<file path="src/rtl/core/jssc_pkg.sv">
// Shared types and constants for the JSON subset syntax checker.
// Holds byte classes, scanner states and the queue entry format; no dependencies.
`timescale 1ns / 1ps

package jssc_pkg;

  localparam int COUNT_WIDTH   = 16;
  localparam int QUEUE_DEPTH   = 2;
  localparam int BALANCE_WIDTH = 16;

  // Character classes; CL_END is the end-of-text class, never produced from a byte.
  typedef enum logic [4:0] {
    CL_OPEN  = 5'd0,
    CL_QUOTE = 5'd1,
    CL_COLON = 5'd2,
    CL_COMMA = 5'd3,
    CL_DIGIT = 5'd4,
    CL_REST  = 5'd5,
    CL_CLOSE = 5'd6,
    CL_END   = 5'd7,
    CL_T     = 5'd8,
    CL_R     = 5'd9,
    CL_U     = 5'd10,
    CL_E     = 5'd11,
    CL_F     = 5'd12,
    CL_A     = 5'd13,
    CL_L     = 5'd14,
    CL_S     = 5'd15,
    CL_N     = 5'd16
  } cls_e;

  typedef enum logic [4:0] {
    S_START   = 5'd0,
    S_OPEN    = 5'd1,
    S_NAME    = 5'd2,
    S_NAMED   = 5'd3,
    S_COLON   = 5'd4,
    S_STR     = 5'd5,
    S_VALDONE = 5'd6,
    S_NUM     = 5'd7,
    S_COMMA   = 5'd8,
    S_CLOSED  = 5'd9,
    S_T       = 5'd10,
    S_TR      = 5'd11,
    S_TRU     = 5'd12,
    S_F       = 5'd13,
    S_FA      = 5'd14,
    S_FAL     = 5'd15,
    S_FALS    = 5'd16,
    S_N       = 5'd17,
    S_NU      = 5'd18,
    S_NUL     = 5'd19,
    S_ERR     = 5'd20,
    S_ACC     = 5'd21
  } st_e;

  typedef struct packed {
    logic is_end;
    cls_e cls;
  } entry_t;

endpackage

</file>
<file path="src/rtl/core/json_subset_syntax_checker_unit.sv">
// An accepted end beat is queued, then its verdict is registered for out_valid_o.
// Throughput: one beat per cycle while not stalled; the back end does one table
// step and one saturating counter update per beat; the queue absorbs output stalls.
// Reset (rst_ni, async, active low): scanner to start state, brace count to zero,
// queue empty, no result pending. No clearing pass; items are taken right away.
`timescale 1ns / 1ps

module json_subset_syntax_checker_unit #(
  parameter int COUNT_WIDTH = jssc_pkg::COUNT_WIDTH,
  parameter int QUEUE_DEPTH = jssc_pkg::QUEUE_DEPTH
) (
  input  logic                                      clk_i,
  input  logic                                      rst_ni,
  // input channel
  input  logic                                      in_valid_i,
  output logic                                      in_stall_o,
  input  logic                                      mode_i,
  input  logic [7:0]                                text_byte_i,
  // result channel
  output logic                                      out_valid_o,
  input  logic                                      out_stall_i,
  output logic                                      well_formed_o,
  output logic                                      error_seen_o,
  output logic signed [jssc_pkg::BALANCE_WIDTH-1:0] brace_balance_o
);

  // Front -> queue: one classified beat per accepted input.
  logic             push;
  jssc_pkg::entry_t push_entry;
  logic             q_full;

  // Queue -> back: head beat and the pop strobe.
  logic             q_valid;
  jssc_pkg::entry_t q_entry;
  logic             pop;

  // Accept and classify; stall only when the queue is full.
  jssc_front u_front (
    .in_valid_i   (in_valid_i),
    .mode_i       (mode_i),
    .text_byte_i  (text_byte_i),
    .in_stall_o   (in_stall_o),
    .push_o       (push),
    .push_entry_o (push_entry),
    .full_i       (q_full)
  );

  // Decouple the front from result back-pressure.
  jssc_queue #(
    .DEPTH (QUEUE_DEPTH)
  ) u_queue (
    .clk_i        (clk_i),
    .rst_ni       (rst_ni),
    .push_i       (push),
    .push_entry_i (push_entry),
    .full_o       (q_full),
    .valid_o      (q_valid),
    .entry_o      (q_entry),
    .pop_i        (pop)
  );

  // Advance the scanner, count braces, hold the verdict until taken.
  jssc_back #(
    .COUNT_WIDTH (COUNT_WIDTH)
  ) u_back (
    .clk_i           (clk_i),
    .rst_ni          (rst_ni),
    .q_valid_i       (q_valid),
    .q_entry_i       (q_entry),
    .pop_o           (pop),
    .out_valid_o     (out_valid_o),
    .out_stall_i     (out_stall_i),
    .well_formed_o   (well_formed_o),
    .error_seen_o    (error_seen_o),
    .brace_balance_o (brace_balance_o)
  );

endmodule

</file>
<file path="src/rtl/core/jssc_front.sv">
// Front end of the JSON subset syntax checker: input handshake and byte classing.
// Depends on jssc_pkg; feeds jssc_queue.
`timescale 1ns / 1ps

module jssc_front (
  input  logic              in_valid_i,
  input  logic              mode_i,
  input  logic [7:0]        text_byte_i,
  output logic              in_stall_o,
  output logic              push_o,
  output jssc_pkg::entry_t  push_entry_o,
  input  logic              full_i
);

  localparam logic [7:0] CH_LBRACE = 8'h7B;
  localparam logic [7:0] CH_RBRACE = 8'h7D;
  localparam logic [7:0] CH_QUOTE  = 8'h22;
  localparam logic [7:0] CH_COLON  = 8'h3A;
  localparam logic [7:0] CH_COMMA  = 8'h2C;
  localparam logic [7:0] CH_ZERO   = 8'h30;
  localparam logic [7:0] CH_NINE   = 8'h39;
  localparam logic [7:0] CH_T      = 8'h74;
  localparam logic [7:0] CH_R      = 8'h72;
  localparam logic [7:0] CH_U      = 8'h75;
  localparam logic [7:0] CH_E      = 8'h65;
  localparam logic [7:0] CH_F      = 8'h66;
  localparam logic [7:0] CH_A      = 8'h61;
  localparam logic [7:0] CH_L      = 8'h6C;
  localparam logic [7:0] CH_S      = 8'h73;
  localparam logic [7:0] CH_N      = 8'h6E;

  function automatic jssc_pkg::cls_e classify(input logic [7:0] c);
    jssc_pkg::cls_e cls;
    cls = jssc_pkg::CL_REST;
    if (c >= CH_ZERO && c <= CH_NINE) begin
      cls = jssc_pkg::CL_DIGIT;
    end else begin
      unique case (c)
        CH_LBRACE: cls = jssc_pkg::CL_OPEN;
        CH_QUOTE:  cls = jssc_pkg::CL_QUOTE;
        CH_COLON:  cls = jssc_pkg::CL_COLON;
        CH_COMMA:  cls = jssc_pkg::CL_COMMA;
        CH_RBRACE: cls = jssc_pkg::CL_CLOSE;
        CH_T:      cls = jssc_pkg::CL_T;
        CH_R:      cls = jssc_pkg::CL_R;
        CH_U:      cls = jssc_pkg::CL_U;
        CH_E:      cls = jssc_pkg::CL_E;
        CH_F:      cls = jssc_pkg::CL_F;
        CH_A:      cls = jssc_pkg::CL_A;
        CH_L:      cls = jssc_pkg::CL_L;
        CH_S:      cls = jssc_pkg::CL_S;
        CH_N:      cls = jssc_pkg::CL_N;
        default:   cls = jssc_pkg::CL_REST;
      endcase
    end
    return cls;
  endfunction

  assign in_stall_o = full_i;
  assign push_o     = in_valid_i && !full_i;

  always_comb begin
    push_entry_o.is_end = mode_i;
    push_entry_o.cls    = mode_i ? jssc_pkg::CL_END : classify(text_byte_i);
  end

endmodule

</file>
<file path="src/rtl/core/jssc_queue.sv">
// Small FIFO of classified beats between front and back of the syntax checker.
// Depends on jssc_pkg for the entry format.
`timescale 1ns / 1ps

module jssc_queue #(
  parameter int DEPTH = jssc_pkg::QUEUE_DEPTH
) (
  input  logic              clk_i,
  input  logic              rst_ni,
  input  logic              push_i,
  input  jssc_pkg::entry_t  push_entry_i,
  output logic              full_o,
  output logic              valid_o,
  output jssc_pkg::entry_t  entry_o,
  input  logic              pop_i
);

  localparam int PTR_W = (DEPTH > 1) ? $clog2(DEPTH) : 1;
  localparam int CNT_W = $clog2(DEPTH + 1);
  localparam logic [PTR_W-1:0] PTR_LAST = PTR_W'(DEPTH - 1);
  localparam logic [CNT_W-1:0] CNT_FULL = CNT_W'(DEPTH);
  localparam logic [CNT_W-1:0] CNT_ONE  = CNT_W'(1);

  jssc_pkg::entry_t entries_q [DEPTH];
  logic [PTR_W-1:0] wr_ptr_q, wr_ptr_d;
  logic [PTR_W-1:0] rd_ptr_q, rd_ptr_d;
  logic [CNT_W-1:0] cnt_q, cnt_d;
  logic             do_push, do_pop;

  assign full_o  = (cnt_q == CNT_FULL);
  assign valid_o = (cnt_q != '0);
  assign entry_o = entries_q[rd_ptr_q];
  assign do_push = push_i && !full_o;
  assign do_pop  = pop_i && valid_o;

  always_comb begin
    wr_ptr_d = wr_ptr_q;
    rd_ptr_d = rd_ptr_q;
    if (do_push) begin
      wr_ptr_d = (wr_ptr_q == PTR_LAST) ? '0 : wr_ptr_q + PTR_W'(1);
    end
    if (do_pop) begin
      rd_ptr_d = (rd_ptr_q == PTR_LAST) ? '0 : rd_ptr_q + PTR_W'(1);
    end
    unique case ({do_push, do_pop})
      2'b10:   cnt_d = cnt_q + CNT_ONE;
      2'b01:   cnt_d = cnt_q - CNT_ONE;
      default: cnt_d = cnt_q;
    endcase
  end

  always_ff @(posedge clk_i or negedge rst_ni) begin
    if (!rst_ni) begin
      wr_ptr_q <= '0;
      rd_ptr_q <= '0;
      cnt_q    <= '0;
    end else begin
      wr_ptr_q <= wr_ptr_d;
      rd_ptr_q <= rd_ptr_d;
      cnt_q    <= cnt_d;
    end
  end

  always_ff @(posedge clk_i) begin
    if (do_push) begin
      entries_q[wr_ptr_q] <= push_entry_i;
    end
  end

endmodule

</file>
<file path="src/rtl/core/jssc_back.sv">
// Back end of the syntax checker: transition table, brace counter, result register.
// Depends on jssc_pkg; drains jssc_queue.
`timescale 1ns / 1ps

module jssc_back #(
  parameter int COUNT_WIDTH = jssc_pkg::COUNT_WIDTH
) (
  input  logic                                   clk_i,
  input  logic                                   rst_ni,
  input  logic                                   q_valid_i,
  input  jssc_pkg::entry_t                       q_entry_i,
  output logic                                   pop_o,
  output logic                                   out_valid_o,
  input  logic                                   out_stall_i,
  output logic                                   well_formed_o,
  output logic                                   error_seen_o,
  output logic signed [jssc_pkg::BALANCE_WIDTH-1:0] brace_balance_o
);

  localparam int BW = jssc_pkg::BALANCE_WIDTH;
  localparam logic signed [COUNT_WIDTH-1:0] CNT_MAX = {1'b0, {(COUNT_WIDTH-1){1'b1}}};
  localparam logic signed [COUNT_WIDTH-1:0] CNT_MIN = {1'b1, {(COUNT_WIDTH-1){1'b0}}};
  localparam logic signed [COUNT_WIDTH-1:0] CNT_ONE = {{(COUNT_WIDTH-1){1'b0}}, 1'b1};

  function automatic jssc_pkg::st_e next_state(input jssc_pkg::st_e st,
                                               input jssc_pkg::cls_e cls);
    jssc_pkg::st_e nx;
    nx = jssc_pkg::S_ERR;
    unique case (st)
      jssc_pkg::S_START: if (cls == jssc_pkg::CL_OPEN) nx = jssc_pkg::S_OPEN;
      jssc_pkg::S_OPEN: begin
        if (cls == jssc_pkg::CL_QUOTE) nx = jssc_pkg::S_NAME;
        else if (cls == jssc_pkg::CL_CLOSE) nx = jssc_pkg::S_CLOSED;
      end
      jssc_pkg::S_NAME: begin
        if (cls == jssc_pkg::CL_QUOTE) nx = jssc_pkg::S_NAMED;
        else if (cls != jssc_pkg::CL_END) nx = jssc_pkg::S_NAME;
      end
      jssc_pkg::S_NAMED: if (cls == jssc_pkg::CL_COLON) nx = jssc_pkg::S_COLON;
      jssc_pkg::S_COLON: begin
        unique case (cls)
          jssc_pkg::CL_OPEN:  nx = jssc_pkg::S_OPEN;
          jssc_pkg::CL_QUOTE: nx = jssc_pkg::S_STR;
          jssc_pkg::CL_DIGIT: nx = jssc_pkg::S_NUM;
          jssc_pkg::CL_T:     nx = jssc_pkg::S_T;
          jssc_pkg::CL_F:     nx = jssc_pkg::S_F;
          jssc_pkg::CL_N:     nx = jssc_pkg::S_N;
          default:            nx = jssc_pkg::S_ERR;
        endcase
      end
      jssc_pkg::S_STR: begin
        if (cls == jssc_pkg::CL_QUOTE) nx = jssc_pkg::S_VALDONE;
        else if (cls != jssc_pkg::CL_END) nx = jssc_pkg::S_STR;
      end
      jssc_pkg::S_VALDONE: begin
        if (cls == jssc_pkg::CL_COMMA) nx = jssc_pkg::S_COMMA;
        else if (cls == jssc_pkg::CL_CLOSE) nx = jssc_pkg::S_CLOSED;
      end
      jssc_pkg::S_NUM: begin
        if (cls == jssc_pkg::CL_COMMA) nx = jssc_pkg::S_COMMA;
        else if (cls == jssc_pkg::CL_DIGIT) nx = jssc_pkg::S_NUM;
        else if (cls == jssc_pkg::CL_CLOSE) nx = jssc_pkg::S_CLOSED;
      end
      jssc_pkg::S_COMMA: if (cls == jssc_pkg::CL_QUOTE) nx = jssc_pkg::S_NAME;
      jssc_pkg::S_CLOSED: begin
        if (cls == jssc_pkg::CL_COMMA) nx = jssc_pkg::S_COMMA;
        else if (cls == jssc_pkg::CL_CLOSE) nx = jssc_pkg::S_CLOSED;
        else if (cls == jssc_pkg::CL_END) nx = jssc_pkg::S_ACC;
      end
      jssc_pkg::S_T:    if (cls == jssc_pkg::CL_R) nx = jssc_pkg::S_TR;
      jssc_pkg::S_TR:   if (cls == jssc_pkg::CL_U) nx = jssc_pkg::S_TRU;
      jssc_pkg::S_TRU:  if (cls == jssc_pkg::CL_E) nx = jssc_pkg::S_VALDONE;
      jssc_pkg::S_F:    if (cls == jssc_pkg::CL_A) nx = jssc_pkg::S_FA;
      jssc_pkg::S_FA:   if (cls == jssc_pkg::CL_L) nx = jssc_pkg::S_FAL;
      jssc_pkg::S_FAL:  if (cls == jssc_pkg::CL_S) nx = jssc_pkg::S_FALS;
      jssc_pkg::S_FALS: if (cls == jssc_pkg::CL_E) nx = jssc_pkg::S_VALDONE;
      jssc_pkg::S_N:    if (cls == jssc_pkg::CL_U) nx = jssc_pkg::S_NU;
      jssc_pkg::S_NU:   if (cls == jssc_pkg::CL_L) nx = jssc_pkg::S_NUL;
      jssc_pkg::S_NUL:  if (cls == jssc_pkg::CL_L) nx = jssc_pkg::S_VALDONE;
      default:          nx = jssc_pkg::S_ERR;
    endcase
    return nx;
  endfunction

  jssc_pkg::st_e                  state_q, state_d;
  logic signed [COUNT_WIDTH-1:0]  count_q, count_d;
  logic                           out_valid_q;
  logic                           well_formed_q, error_q;
  logic signed [BW-1:0]           balance_q;
  logic                           verdict_ok, verdict_err;
  logic signed [BW-1:0]           balance_now;
  logic                           take_end;

  // Only end beats need the result register; text beats always drain.
  assign pop_o    = q_valid_i && (!q_entry_i.is_end || !out_valid_q || !out_stall_i);
  assign take_end = pop_o && q_entry_i.is_end;

  // Next state and count.
  always_comb begin
    state_d = state_q;
    count_d = count_q;
    priority if (take_end) begin
      state_d = jssc_pkg::S_START;
      count_d = '0;
    end else if (pop_o && state_q != jssc_pkg::S_ERR) begin
      state_d = next_state(state_q, q_entry_i.cls);
      if (q_entry_i.cls == jssc_pkg::CL_OPEN && count_q != CNT_MAX) begin
        count_d = count_q + CNT_ONE;
      end else if (q_entry_i.cls == jssc_pkg::CL_CLOSE && count_q != CNT_MIN) begin
        count_d = count_q - CNT_ONE;
      end
    end else begin
      state_d = state_q;
      count_d = count_q;
    end
  end

  generate
    if (COUNT_WIDTH >= BW) begin : g_bal_trunc
      assign balance_now = count_q[BW-1:0];
    end else begin : g_bal_sext
      assign balance_now = {{(BW-COUNT_WIDTH){count_q[COUNT_WIDTH-1]}}, count_q};
    end
  endgenerate

  // Verdict outputs.
  always_comb begin
    verdict_err = (state_q == jssc_pkg::S_ERR);
    verdict_ok  = !verdict_err && (count_q == '0) &&
                  (next_state(state_q, jssc_pkg::CL_END) == jssc_pkg::S_ACC);
  end

  always_ff @(posedge clk_i or negedge rst_ni) begin
    if (!rst_ni) begin
      state_q     <= jssc_pkg::S_START;
      count_q     <= '0;
      out_valid_q <= 1'b0;
    end else begin
      state_q <= state_d;
      count_q <= count_d;
      if (take_end) begin
        out_valid_q <= 1'b1;
      end else if (!out_stall_i) begin
        out_valid_q <= 1'b0;
      end
    end
  end

  always_ff @(posedge clk_i) begin
    if (take_end) begin
      well_formed_q <= verdict_ok;
      error_q       <= verdict_err;
      balance_q     <= balance_now;
    end
  end

  assign out_valid_o     = out_valid_q;
  assign well_formed_o   = well_formed_q;
  assign error_seen_o    = error_q;
  assign brace_balance_o = balance_q;

`ifndef SYNTHESIS
  a_end_clears: assert property (@(posedge clk_i) disable iff (!rst_ni)
    take_end |=> (state_q == jssc_pkg::S_START && count_q == '0))
    else $error("scanner not cleared after end beat");

  a_err_sticky: assert property (@(posedge clk_i) disable iff (!rst_ni)
    (state_q == jssc_pkg::S_ERR && !take_end) |=>
      (state_q == jssc_pkg::S_ERR && $stable(count_q)))
    else $error("error state left or count moved without end beat");

  a_no_overwrite: assert property (@(posedge clk_i) disable iff (!rst_ni)
    take_end |-> (!out_valid_q || !out_stall_i))
    else $error("pending result overwritten");

  a_wf_clean: assert property (@(posedge clk_i) disable iff (!rst_ni)
    (out_valid_q && well_formed_q) |-> (!error_q && balance_q == '0))
    else $error("well-formed verdict with error or unbalanced braces");
`endif

endmodule
</file>
<file path="config.mk">
export PLATFORM = sky130hd
export DESIGN_NAME = json_subset_syntax_checker_unit
export DESIGN_NICKNAME = d
export VERILOG_FILES = /design/src/rtl/core/jssc_pkg.sv /design/src/rtl/core/json_subset_syntax_checker_unit.sv /design/src/rtl/core/jssc_front.sv /design/src/rtl/core/jssc_queue.sv /design/src/rtl/core/jssc_back.sv
export SDC_FILE = /design/constraint.sdc
export NUM_CORES = 1
export LEC_CHECK = 0
export BUFFER_PORTS_ARGS = -buffer_cell sky130_fd_sc_hd__buf_2
export CORE_UTILIZATION = 30
export DETAILED_ROUTE_END_ITERATION = 7
export PLACE_DENSITY = 0.56
export SKIP_CTS_REPAIR_TIMING = 1
export SYNTH_ARGS = -nofsm -noshare
export SYNTH_HDL_FRONTEND = slang
export SYNTH_SLANG_ARGS = --single-unit
</file>
<file path="constraint.sdc">
create_clock -name clk_i -period 4.2 [get_ports clk_i]
set_input_delay 0.63 -clock clk_i [delete_from_list [all_inputs] [get_ports clk_i]]
set_output_delay 0.63 -clock clk_i [all_outputs]
set_load 0.01 [all_outputs]
</file>
==> flow_summary.toml, run 1 <==
[clocking]
cts_buffers = 5
path_clk_slew_ps = 70
cts.sinks = 56
cts_tree = "yes"
clockBufferDepth = 2
h-tree-depth = 2
clk_latency_ps = 300
clockRootBuffer = "clkbuf_16"

[worst_setup_path]
cp-end-kind = "register"
critPathSlowestCell = "dfrtp_1"
critPathMaxFanout = 18
required_ps = 4390
worstSetupStartpointType = "register"
crit_type = "register to register"
crit_arrival_ps = 3830
critical_path.max_stage_delay_ps = 530
crit_chain = "buf_4 -> nor4_4 -> nor2_1 -> or3_4 -> fa_1 -> a211oi_1 -> o211ai_1 -> a311o_1 -> a21oi_1 -> xnor2_1 -> a22o_1"
critPathBufInv = 1
critPathTopFamily = "compound AO/OA/AOI/OAI gates"

[sta]
totalNegativeSetupSlack_ps = 0
relSlewSlack = 0.275
finalCritPeriodShare = 0.866
fmax_ghz = 0.275
hold_slack_ps = 348
setup_viol = 0
tightest_slew_ps = 1080
fin_skew_ps = 4.82
worst_slack_ps = 562
slew_violations = 0
rsz0062_at_grt = "false"
period_minus_slack_ps = 3640
hold_viol = 0

[logic_synthesis]
yosysTopAreaCell = "edfxtp_1"
synth_top_area_frac = 0.215
synth_nets = 463
syn_area_per_cell_um2 = 9.66
synthTopCellsByArea = "edfxtp_1 21%, dfrtp_1 16%, ha_1 4.5%"
yosys_warnings = 0
synth-seq-area-share = 0.370
ys_ff_latch = 56
synthCells = 434
synth-main-ff-cell = "edfxtp_1"
synth_edf_count = 30
synthArstFlopShare = 0.464
synthDistinctLibCells = 74
netlist_area_um2 = 4190

[power]
powerDensity_nw_per_um2 = 757
leakage_nw = 1.82
ir_worst_vdd_mv = 0.343

[floorplanning]
io_pins = 33
dieArea_um2 = 14500
core_um2 = 13500
die_h_um = 120
rows = 42
die_w_um = 120
start_util = 0.312

[finish]
layoutNonFillerInstCount = 639
drive_above_1_share = 0.153
regArea_um2 = 1550
syn_to_final_growth_pct = 12.0
fin_util = 0.349
antenna_cells = 0
fin_nets = 491
layout_common_cells = "32 x nor2_1, 32 x buf_2, 30 x edfxtp_1, 27 x nand2_1, 26 x dfrtp_1"
multi_input_area_um2 = 2500
nFillCells = 1402

[placement]
routabilityCongestion = 0.903
pre_cts_slack_ps = 581
dp_cells = 631
hpwl_mm = 7.87
portBuffers = 32

[global_route]
antenna_found_initial = 0
grt_usage = 0.151
gr-total-overflow = 0
grt_max_degree = 27
first_global_vias = 3413
grt_first_pass_wirelength_mm = 17.6

[route]
drt_iter0_drc = 236
wirelength_mm = 10.5
dr.pass1.iters = 4
drc = 0
routed-via-count = 3646
via_per_inst = 5.71
antenna_left = 0
post_drt_wl_per_cell_um = 16.4

[hold_path]
hold_path.class = "input port to async pin"

[run]
max_cap_violations = 0

[status]
outcome = "finished, final reports clean"
[state kept, by name, indices dropped and copies added, names as in the netlist]
name and cells:
u_back.state_q 5, u_queue.entries_q 12, u_queue.rd_ptr_q 1, u_queue.cnt_q 2, u_queue.wr_ptr_q 1, u_back.out_valid_o 1
u_back.well_formed_o 1, u_back.error_seen_o 1, u_back.brace_balance_o 16, u_back.balance_now 16
[kinds of logic after synthesis]
family	Yosys count	share of synthesized area
DFF	56	0.370
xor gates and xnor gates	20	0.0418
and+or+nand+nor	163	0.237
muxes	11	0.0298
buffers and inverters	31	0.0340
AOI/OAI and AO/OA	137	0.238
adders and majority gates	16	0.0495
[synthesized netlist by cell type, types with 6 or more instances]
cell type,instances
o21ai_0,17
xor2_1,6
nand2_1,27
a211o_1,6
nand3_1,11
nor3b_1,7
edfxtp_1,30
inv_1,13
nor2b_1,8
o211ai_1,9
a21oi_1,25
mux2i_1,8
nor2_1,33
dfrtp_1,26
a211oi_1,6
ha_1,15
a22o_1,8
clkbuf_1,10
nand2b_1,6
nor4_1,9
a31oi_1,6
nor3_1,16
o22ai_1,6
xnor2_1,14
[final timing paths]
check	startpoint	slack [ps]	end	cells past startpoint
hold / removal	rst_ni	350	u_back.balance_now[10]	1
hold reg to reg	u_queue.wr_ptr_q	490	u_queue.wr_ptr_q	1
setup / recovery	u_queue.rd_ptr_q	560	u_back.balance_now[12]	11
setup reg to reg	u_queue.rd_ptr_q	560	u_back.balance_now[12]	11
max in group asynchronous	rst_ni	3440	u_queue.wr_ptr_q	1
min in group clk_i	u_queue.wr_ptr_q	490	u_queue.wr_ptr_q	1
[routing by layer]
metal | track usage | vias up | part of all wire
li1 | - | 1765 | -
met1 | 0.216 | 1754 | 0.48
met2 | 0.233 | 113 | 0.45
met3 | 0.0278 | 14 | 0.058
met4 | 0.0424 | 0 | 0.013
met5 | 0 | - | 0
[through the flow]
step | total power [mW] | cell area [um^2]
global route | 3.86 | 4690
global placement | 3.05 | 4530
CTS | 3.55 | 4690
detailed placement | 3.07 | 4530
finish | 3.55 | 4690
floorplan | 2.58 | 4190
[power breakdown]
group / total, mW / switching, mW / internal [mW]
Clock: 0.475 / 0.194 / 0.281
Sequential: 1.05 / 0.229 / 0.818
Combinational: 2.03 / 1.15 / 0.878
Total: 3.55 / 1.58 / 1.98
[area by class of cell]
cell class,count,area share
Inverter,14,0.0112
Timing Repair Buffer,38,0.0437
Tap cell,176,0.0469
Multi-Input combinational cell,347,0.533
Sequential cell,56,0.330
Clock inverter,2,0.00746
Clock buffer,6,0.0275
No activity file was read; power rests on OpenSTA's default activity.
==> run 2, diff against run 1 <==
--- a/config.mk
+++ b/config.mk
@@ -5,7 +5,7 @@
 export SDC_FILE = /design/constraint.sdc
 export NUM_CORES = 1
 export LEC_CHECK = 0
-export BUFFER_PORTS_ARGS = -buffer_cell sky130_fd_sc_hd__buf_2
+export BUFFER_PORTS_ARGS = -buffer_cell sky130_fd_sc_hd__buf_4
 export CORE_UTILIZATION = 30
 export DETAILED_ROUTE_END_ITERATION = 7
 export PLACE_DENSITY = 0.56
==> flow_summary.toml, run 2 (synthesized netlist as in run 1, its figures left out) <==
[worst_setup_path]
worstSetupStartpointType = "register"
cp-end-kind = "register"
required_ps = 4380
r2r-start = "u_queue.rd_ptr_q"
reg2reg_slack_ps = 510
r2r_cells = 11
crit_type = "register to register"
crit_arrival_ps = 3870
crit-reg2reg-capture = "u_back.balance_now[15]"
critPathMaxFanout = 17

[power]
powerDensity_nw_per_um2 = 747
p_seq_frac = 0.295
p_int_mw = 1.97
swShare = 0.445
clkPwrFrac = 0.114
p_comb_frac = 0.591
p_sw_mw = 1.58
ir_worst_vdd_mv = 0.344
power.total_mw = 3.55
leakage_nw = 1.83

[status]
outcome = "finished, final reports clean"

[clocking]
cts_buffers = 5
path_clk_slew_ps = 70
clockBufferDepth = 2
h-tree-depth = 2
clk_latency_ps = 300
clockRootBuffer = "clkbuf_16"
cts_tree = "yes"
cts.sinks = 56

[finish]
fin_area_um2 = 4750
drive_above_1_share = 0.153
mostFrequentLayoutCell = "buf_4"
multi_input_area_um2 = 2500
fin_util = 0.353
layoutNonFillerInstCount = 639
regArea_um2 = 1550
syn_to_final_growth_pct = 13.3
antenna_cells = 0
fin_nets = 491
layout_common_cells = "38 x buf_4, 32 x nor2_1, 30 x edfxtp_1, 27 x nand2_1, 26 x dfrtp_1"
nFillCells = 1371

[global_route]
first_global_vias = 3346
gr-total-overflow = 0
antenna_found_initial = 0
grt_first_pass_wirelength_mm = 17.5
grt_usage = 0.150
grt_max_degree = 27

[floorplanning]
die_w_um = 120
rows = 42
io_pins = 33
die_h_um = 120
start_util = 0.312
dieArea_um2 = 14500
core_um2 = 13500

[run]
max_cap_violations = 0

[sta]
worst_slack_ps = 508
rsz0062_at_grt = "false"
tightest_slew_ps = 1070
hold_viol = 0
fmax_ghz = 0.271
finalCritPeriodShare = 0.879
period_minus_slack_ps = 3690
relSlewSlack = 0.283
setup_viol = 0
slew_violations = 0
fin_skew_ps = 8.40
hold_slack_ps = 242
totalNegativeSetupSlack_ps = 0

[route]
antenna_left = 0
dr.pass1.iters = 5
drt_iter0_drc = 258
via_per_inst = 5.78
routed-via-count = 3696
post_drt_wl_per_cell_um = 16.5
drc = 0
wirelength_mm = 10.5

[hold_path]
hold_path.class = "input port to async pin"

[placement]
hpwl_mm = 7.90
portBuffers = 32
placed_cell_area_um2 = 4610
routabilityCongestion = 0.944
dp_cells = 631
pre_cts_slack_ps = 561
==> run 2: cell count changes in the layout (fill, tap and decap cells not counted) <==
cell / before / now
buf_2: 32 / 0
buf_4: 6 / 38
bufinv_16: 1 / 0
clkinvlp_4: 0 / 1
==> run 2: layout make-up <==
| cell class | count | share of cell area |
|---|---|---|
| Clock inverter | 2 | 0.00263 |
| Inverter | 14 | 0.0111 |
| Sequential cell | 56 | 0.326 |
| Multi-Input combinational cell | 347 | 0.526 |
| Timing Repair Buffer | 38 | 0.0600 |
| Clock buffer | 6 | 0.0271 |
| Tap cell | 176 | 0.0463 |
==> run 2: power groups by stage <==
stage	clock network (mW)	logic (mW)	registers, mW
after floorplan	0	1.57	1.01
after global placement	0	2.06	1.05
after global routing	0.435	2.32	1.08
after CTS	0.415	2.08	1.05
after detailed placement	0	2.07	1.06
final	0.403	2.10	1.05
==> run 2: worst max-delay path by stage <==
stage / slack, ps / start / endpoint
2_1_floorplan: 1060 / u_queue.entries_q[0][4] / u_back.balance_now[12]
3_3_place_gp: 650 / u_queue.rd_ptr_q / u_back.balance_now[12]
3_5_place_dp: 560 / u_queue.rd_ptr_q / u_back.balance_now[15]
4_1_cts: 550 / u_queue.rd_ptr_q / u_back.balance_now[15]
5_1_grt: 270 / u_queue.rd_ptr_q / u_back.balance_now[10]
6_report: 510 / u_queue.rd_ptr_q / u_back.balance_now[15]
==> run 2: per-layer routing <==
layer	vias up	global-route usage	wire length, um
met5	-	0	0
met4	0	0.0370	187
met3	16	0.0226	601
met2	127	0.232	4700
met1	1783	0.217	5020
li1	1770	-	-
==> run 2: critical path, cell delays in order (launching register included) <==
cell	delay [ps]
dfrtp_1	510
buf_4	230
nor4_4	290
nor2_1	190
or3_4	490
ha_1	380
a21oi_1	290
o211ai_1	220
a21oi_1	310
a211oi_1	150
o211a_1	240
a211o_1	260
